[src/rtl/spq_pkg.sv]
`timescale 1ns / 1ps
// Shared types and constants for the stable priority request queue.
// No dependencies; every other file of the block imports this package.
package spq_pkg;

  localparam int unsigned DEPTH_DEF = 16;
  localparam int unsigned PRIO_W    = 16;
  localparam int unsigned TAG_W     = 16;
  localparam int unsigned OCC_W     = 5;
  localparam int unsigned TOTAL_W   = 32;

  typedef enum logic [1:0] {
    FUNC_ENQ  = 2'd0,
    FUNC_DEQ  = 2'd1,
    FUNC_STOP = 2'd2
  } func_e;

  typedef enum logic [1:0] {
    ST_OK      = 2'd0,
    ST_EMPTY   = 2'd1,
    ST_FULL    = 2'd2,
    ST_STOPPED = 2'd3
  } status_e;

  // Input beat.
  typedef struct packed {
    logic [1:0]               func;
    logic signed [PRIO_W-1:0] req_priority;
    logic [TAG_W-1:0]         req_tag;
  } in_t;

  // Output beat.
  typedef struct packed {
    logic [1:0]               status;
    logic                     out_valid;
    logic [TAG_W-1:0]         out_tag;
    logic signed [PRIO_W-1:0] out_priority;
    logic [OCC_W-1:0]         occupancy;
    logic                     is_stopped;
    logic [TOTAL_W-1:0]       enqueued_total;
    logic [TOTAL_W-1:0]       processed_total;
  } out_t;

  // Contents of one queue cell.
  typedef struct packed {
    logic                     occ;
    logic signed [PRIO_W-1:0] prio;
    logic [TAG_W-1:0]         tag;
  } entry_t;

  // Command broadcast to every cell in a cycle.
  typedef struct packed {
    logic enq;
    logic deq;
  } cell_ctrl_t;

endpackage

[src/rtl/spq_cell.sv]
`timescale 1ns / 1ps
// One cell of the sorted shift-register queue: holds a single entry.
// Depends on spq_pkg for the entry and command types.
module spq_cell (
  input  logic               clk_i,
  input  logic               rst_ni,
  input  spq_pkg::cell_ctrl_t ctrl_i,
  input  spq_pkg::entry_t    new_i,
  input  spq_pkg::entry_t    left_i,
  input  logic               left_ins_i,
  input  spq_pkg::entry_t    right_i,
  output logic               ins_o,
  output spq_pkg::entry_t    q_o
);
  import spq_pkg::*;

  entry_t entry_d, entry_q;

  // The new entry belongs at or before this cell when this cell is free or
  // holds a strictly lower priority; equal priorities keep their place.
  assign ins_o = !entry_q.occ || ($signed(entry_q.prio) < $signed(new_i.prio));

  always_comb begin
    entry_d = entry_q;
    if (ctrl_i.enq && ins_o) begin
      entry_d = left_ins_i ? left_i : new_i;
    end else if (ctrl_i.deq) begin
      entry_d = right_i;
    end
  end

  always_ff @(posedge clk_i or negedge rst_ni) begin
    if (!rst_ni) begin
      entry_q <= '0;
    end else begin
      entry_q <= entry_d;
    end
  end

  assign q_o = entry_q;

endmodule

[src/rtl/stable_priority_request_queue_top.sv]
`timescale 1ns / 1ps
// Each result beat is registered and appears in the cycle after its input beat is accepted.
// Throughput: one beat per cycle while the output side takes results, since
// every cell compares against the new priority in parallel and shifts at once.
// Reset (rst_ni, asynchronous, active low) empties the queue, clears every
// cell, the stop flag and both totals.
// Depends on spq_pkg and spq_cell.
module stable_priority_request_queue_top #(
  parameter int unsigned DEPTH = spq_pkg::DEPTH_DEF
) (
  input  logic           clk_i,
  input  logic           rst_ni,
  input  logic           in_valid_i,
  output logic           in_ready_o,
  input  spq_pkg::in_t   in_data_i,
  output logic           out_valid_o,
  input  logic           out_ready_i,
  output spq_pkg::out_t  out_data_o
);
  import spq_pkg::*;

  localparam int unsigned CntW = $clog2(DEPTH + 1);

  // Queue state outside the cell row.
  logic [CntW-1:0]    count_d, count_q;
  logic               stop_d, stop_q;
  logic [TOTAL_W-1:0] enq_tot_d, enq_tot_q;
  logic [TOTAL_W-1:0] deq_tot_d, deq_tot_q;

  // Result register; it parts the input side from the output side.
  logic ovld_q;
  out_t res_d, res_q;

  logic       accept;
  logic       full, empty;
  cell_ctrl_t ctrl;
  entry_t     new_entry;
  entry_t     cell_q [DEPTH];
  logic       cell_ins [DEPTH];

  // A new beat is taken whenever the result register is free or drains now.
  assign in_ready_o = !ovld_q || out_ready_i;
  assign accept     = in_valid_i && in_ready_o;

  assign full  = (count_q == CntW'(DEPTH));
  assign empty = (count_q == '0);

  assign new_entry.occ  = 1'b1;
  assign new_entry.prio = in_data_i.req_priority;
  assign new_entry.tag  = in_data_i.req_tag;

  // Decode the beat and build its result from the state before it.
  always_comb begin
    ctrl      = '0;
    stop_d    = stop_q;
    count_d   = count_q;
    enq_tot_d = enq_tot_q;
    deq_tot_d = deq_tot_q;
    res_d     = '0;
    res_d.status = ST_OK;
    case (in_data_i.func)
      FUNC_ENQ: begin
        if (stop_q) begin
          res_d.status = ST_STOPPED;
        end else if (full) begin
          res_d.status = ST_FULL;
        end else begin
          ctrl.enq  = accept;
          count_d   = count_q + CntW'(1);
          enq_tot_d = enq_tot_q + TOTAL_W'(1);
        end
      end
      FUNC_DEQ: begin
        if (empty) begin
          res_d.status = ST_EMPTY;
        end else begin
          ctrl.deq           = accept;
          res_d.out_valid    = 1'b1;
          res_d.out_tag      = cell_q[0].tag;
          res_d.out_priority = cell_q[0].prio;
          count_d            = count_q - CntW'(1);
          deq_tot_d          = deq_tot_q + TOTAL_W'(1);
        end
      end
      FUNC_STOP: begin
        stop_d = 1'b1;
      end
      default: begin
        // Unused code: nothing changes, the current state is reported.
      end
    endcase
    res_d.occupancy       = OCC_W'(count_d);
    res_d.is_stopped      = stop_d;
    res_d.enqueued_total  = enq_tot_d;
    res_d.processed_total = deq_tot_d;
  end

  // The row of cells: slot 0 holds the entry served next. An enqueue moves
  // every lower-priority entry one cell back; a dequeue moves all forward.
  for (genvar i = 0; i < DEPTH; i++) begin : g_cell
    entry_t left_e, right_e;
    logic   left_ins;
    if (i == 0) begin : g_head
      assign left_e   = '0;
      assign left_ins = 1'b0;
    end else begin : g_body
      assign left_e   = cell_q[i-1];
      assign left_ins = cell_ins[i-1];
    end
    if (i == DEPTH - 1) begin : g_tail
      assign right_e = '0;
    end else begin : g_mid
      assign right_e = cell_q[i+1];
    end
    spq_cell u_cell (
      .clk_i      (clk_i),
      .rst_ni     (rst_ni),
      .ctrl_i     (ctrl),
      .new_i      (new_entry),
      .left_i     (left_e),
      .left_ins_i (left_ins),
      .right_i    (right_e),
      .ins_o      (cell_ins[i]),
      .q_o        (cell_q[i])
    );
  end

  // State registers advance only on an accepted beat.
  always_ff @(posedge clk_i or negedge rst_ni) begin
    if (!rst_ni) begin
      count_q   <= '0;
      stop_q    <= 1'b0;
      enq_tot_q <= '0;
      deq_tot_q <= '0;
    end else if (accept) begin
      count_q   <= count_d;
      stop_q    <= stop_d;
      enq_tot_q <= enq_tot_d;
      deq_tot_q <= deq_tot_d;
    end
  end

  // Output valid holds until the beat is taken.
  always_ff @(posedge clk_i or negedge rst_ni) begin
    if (!rst_ni) begin
      ovld_q <= 1'b0;
    end else if (in_ready_o) begin
      ovld_q <= accept;
    end
  end

  always_ff @(posedge clk_i) begin
    if (accept) begin
      res_q <= res_d;
    end
  end

  assign out_valid_o = ovld_q;
  assign out_data_o  = res_q;

endmodule

[config.mk]
export PLATFORM = sky130hd
export DESIGN_NAME = stable_priority_request_queue_top
export DESIGN_NICKNAME = d
export VERILOG_FILES = /design/src/rtl/spq_pkg.sv /design/src/rtl/spq_cell.sv /design/src/rtl/stable_priority_request_queue_top.sv
export SDC_FILE = /design/constraint.sdc
export NUM_CORES = 2
export LEC_CHECK = 0
export BUFFER_PORTS_ARGS = -buffer_cell sky130_fd_sc_hd__buf_4
export CORE_ASPECT_RATIO = 0.6
export CORE_UTILIZATION = 45
export DETAILED_ROUTE_END_ITERATION = 10
export PLACE_DENSITY = 0.63
export SETUP_SLACK_MARGIN = 0.15
export SLEW_MARGIN = 20
export SYNTH_ARGS = -nofsm -noshare
export SYNTH_HDL_FRONTEND = slang
export SYNTH_SLANG_ARGS = --single-unit
[constraint.sdc]
create_clock -name clk_i -period 5.5 [get_ports clk_i]
set_clock_uncertainty 0.1 [all_clocks]
set_input_delay 1.375 -clock clk_i [delete_from_list [all_inputs] [get_ports clk_i]]
set_output_delay 1.375 -clock clk_i [all_outputs]
set_load 0.05 [all_outputs]
==> impl_metrics.ini <==
[run_status]
status = finished, violations left
violations = DRC

[global_route]
grt_pass1_wl_um = 239000
track_usage_pct = 29.4
first_global_vias = 36517
antenna_found_initial = 6
grt_max_degree = 143
overflow = 0

[sta]
max_slew.worst_pin.slew_ns = 0.985
timing.fmax_mhz = 228
drv_slew = 0
min_period_over_period_pct = 79.8
min_period_ns = 4.39
grt_setup_unrepaired = no
hold_viol = 0
fin_tns_setup_ns = 0
relSlewSlack_pct = 34.2
hold_slack_ns = 0.386
layout_setup_ws_ns = 1.11
final-setup-viol-count = 0

[power]
peakVddDrop_uv = 290
power_leakage_nw = 25.2
powerDensity_nw_per_um2 = 515

[final_layout]
instances_no_fill = 6109
nNetsFinal = 4932
drive_gt1_share_pct = 12.8
area_growth_pct = 11.3
fillers = 9199
design_area_um2 = 52000

[place]
gp_congestion = 0.924
post-place-ws_ns = 0.555
io_buffers = 144
dp_cells = 5969
dp_hpwl_um = 107000
dpl_cell_area_um2 = 49400

[floorplan]
start_util_pct = 45.4
core_um2 = 103000
ios = 145
dieArea_um2 = 105000
num_rows = 91
dieWidth_um = 418
die_h_um = 251

[hold_path]
hold_path.class = flop to flop

[yosys]
synthTopCellsByArea = dfrtp_1, mux2i_1, edfxtp_1
synth_seq_cells = 704
synth_edf_count = 105
yosysTopAreaCellShare_pct = 32.1
synth_cell_type_count = 83
ys_seq_area_share_pct = 38.9
synth_ff_type = dfrtp_1
syn_area_um2 = 46700
netlist.top_cell.by_area = dfrtp_1
ys_async_sr_fraction_pct = 85.1
avgSynthCellArea_um2 = 9.95
synthCells = 4693
syn_nets = 4975
yosysWarnings = 0

[clocking]
cts_setup_buffers = 0
cts_tree = yes
clock_sinks = 704
ctsResizeCount = 0
clk_pin_slew_ns = 0.06
numCtsBuffers = 74
cts.htree.levels = 3
root_buffer = clkbuf_16
hold_buffers = 0
clkLatencyLatePin_ns = 0.69
clk_path_buf_depth = 3

[setup_path]
startpoint_type = primary input
cp.arrival_ns = 4.82
endpoint_kind = flop
cp_data_required_time_ns = 5.93
cp_max_fo = 41
criticalPathCategory = primary input to flop
r2r_setup_slack_ns = 1.61

[run]
maxCapViolCount = 0

[drt]
drtIter0Drc = 4641
first_pass_iters = 10
viasPerCell = 6.30
drt-wirelength-per-cell_um = 25.7
ant_nets = 0
num_vias = 38503
routed_wl_um = 157000
drc_errors = 4
-- cells in the final DEF (no fill, tap or decap), types with 77 or more instances in the layout --
cell type  instances
a21oi_1          151
a31oi_1          205
clkbuf_16         77
edfxtp_1         105
nor3_1           155
buf_4            278
a22oi_1          128
o21ai_1           96
nor2_1           155
mux2_2           104
nand2_1          451
dfrtp_1          599
nand3_1           82
mux2i_1          838
and2_1           103
ha_1             244
-- logic make-up (layout without fill, tap and decap cells) --
logic type               after synthesis  in the layout  synth area share [%]
other                                  0              3                     0
AND/OR/NAND/NOR                     1082           1082                  10.7
multiplexers                         949            949                  20.7
XOR/XNOR                             127            127                  2.38
adder cells (fa/ha/maj)              244            244                  6.54
AO/OA/AOI/OAI                       1114           1114                  16.4
buffers and inverters                473            491                  4.47
flip-flops                           704            704                  38.9
-- final timing paths --
kind | from | end | cells after the start
min in group asynchronous | rst_ni | g_cell[14].u_cell.q_o[17] | 1
worst max register to register | count_q[0] | g_cell[11].u_cell.q_o[10] | 10
worst min register to register | deq_tot_q[31] | deq_tot_q[31] | 1
max in group asynchronous | rst_ni | enq_tot_q[23] | 2
worst min-delay path | deq_tot_q[31] | deq_tot_q[31] | 1
worst max-delay path | in_data_i[25] | g_cell[13].u_cell.q_o[7] | 11
-- state kept, by name, indices dropped and copies added, names as in the netlist --
register,count
out_valid_o,1
enq_tot_q,32
count_q,5
stop_q,1
deq_tot_q,32
out_data_o,105
g_cell.u_cell.q_o,528
-- worst max-delay path: stages --
cell and delay (ns):
buf_4 0.32, inv_1 0.55, buf_4 0.37, ha_1 0.32, a21oi_1 0.15, o221ai_1 0.13, o21ai_0 0.32, a41o_2 0.56
buf_12 0.30, mux2i_1 0.24, mux2i_1 0.09
-- metal layers --
layer / share of wire [%] / GRT usage, %
met5: 0.0083 / 0.321
met3: 12 / 9.82
met4: 1.7 / 5.35
met2: 37 / 36.6
met1: 49 / 47.7
-- synthesized netlist by cell type, drive strengths merged (34+ instances only) --
cell type and number:
a21o 49, a221oi 72, o21ai 172, edfxtp 105, ha 244, mux2 108, inv 48, a32oi 34
xor2 69, nor3 156, clkbuf 274, dfrtp 599, nor2 169, buf 151, nand3 83, a22oi 128
xnor2 58, a21boi 132, and2 105, nand2 454, mux2i 841, a31oi 206, a211oi 48, a21oi 151
-- report_power, final --
group | total [W] | internal (W) | switching, W | leakage [nW]
clock | 0.00535 | 0.00302 | 0.00232 | 1.25
sequential | 0.0102 | 0.00722 | 0.00293 | 8.49
combinational | 0.0113 | 0.00485 | 0.00643 | 15.4
total | 0.0268 | 0.0151 | 0.0117 | 25.2
-- area by class of cell --
class	instances	area, um2	area share (%)
Multi-Input combinational cell	3516	26700	51.4
Antenna cell	3	7.51	0.0144
Timing Repair Buffer	306	2640	5.09
Clock buffer	103	2180	4.20
Clock inverter	34	334	0.643
Inverter	48	183	0.352
Tap cell	1395	1750	3.36
Sequential cell	704	18100	34.9
-- per-stage QoR --
stage	total power, W	utilization [%]
6_report	0.0268	50.5
3_3_place_gp	0.0208	48.1
5_1_grt	0.0283	50.5
3_5_place_dp	0.0211	48.1
4_1_cts	0.0264	50.5
2_1_floorplan	0.0170	-
No activity file was read; power rests on OpenSTA's default activity.
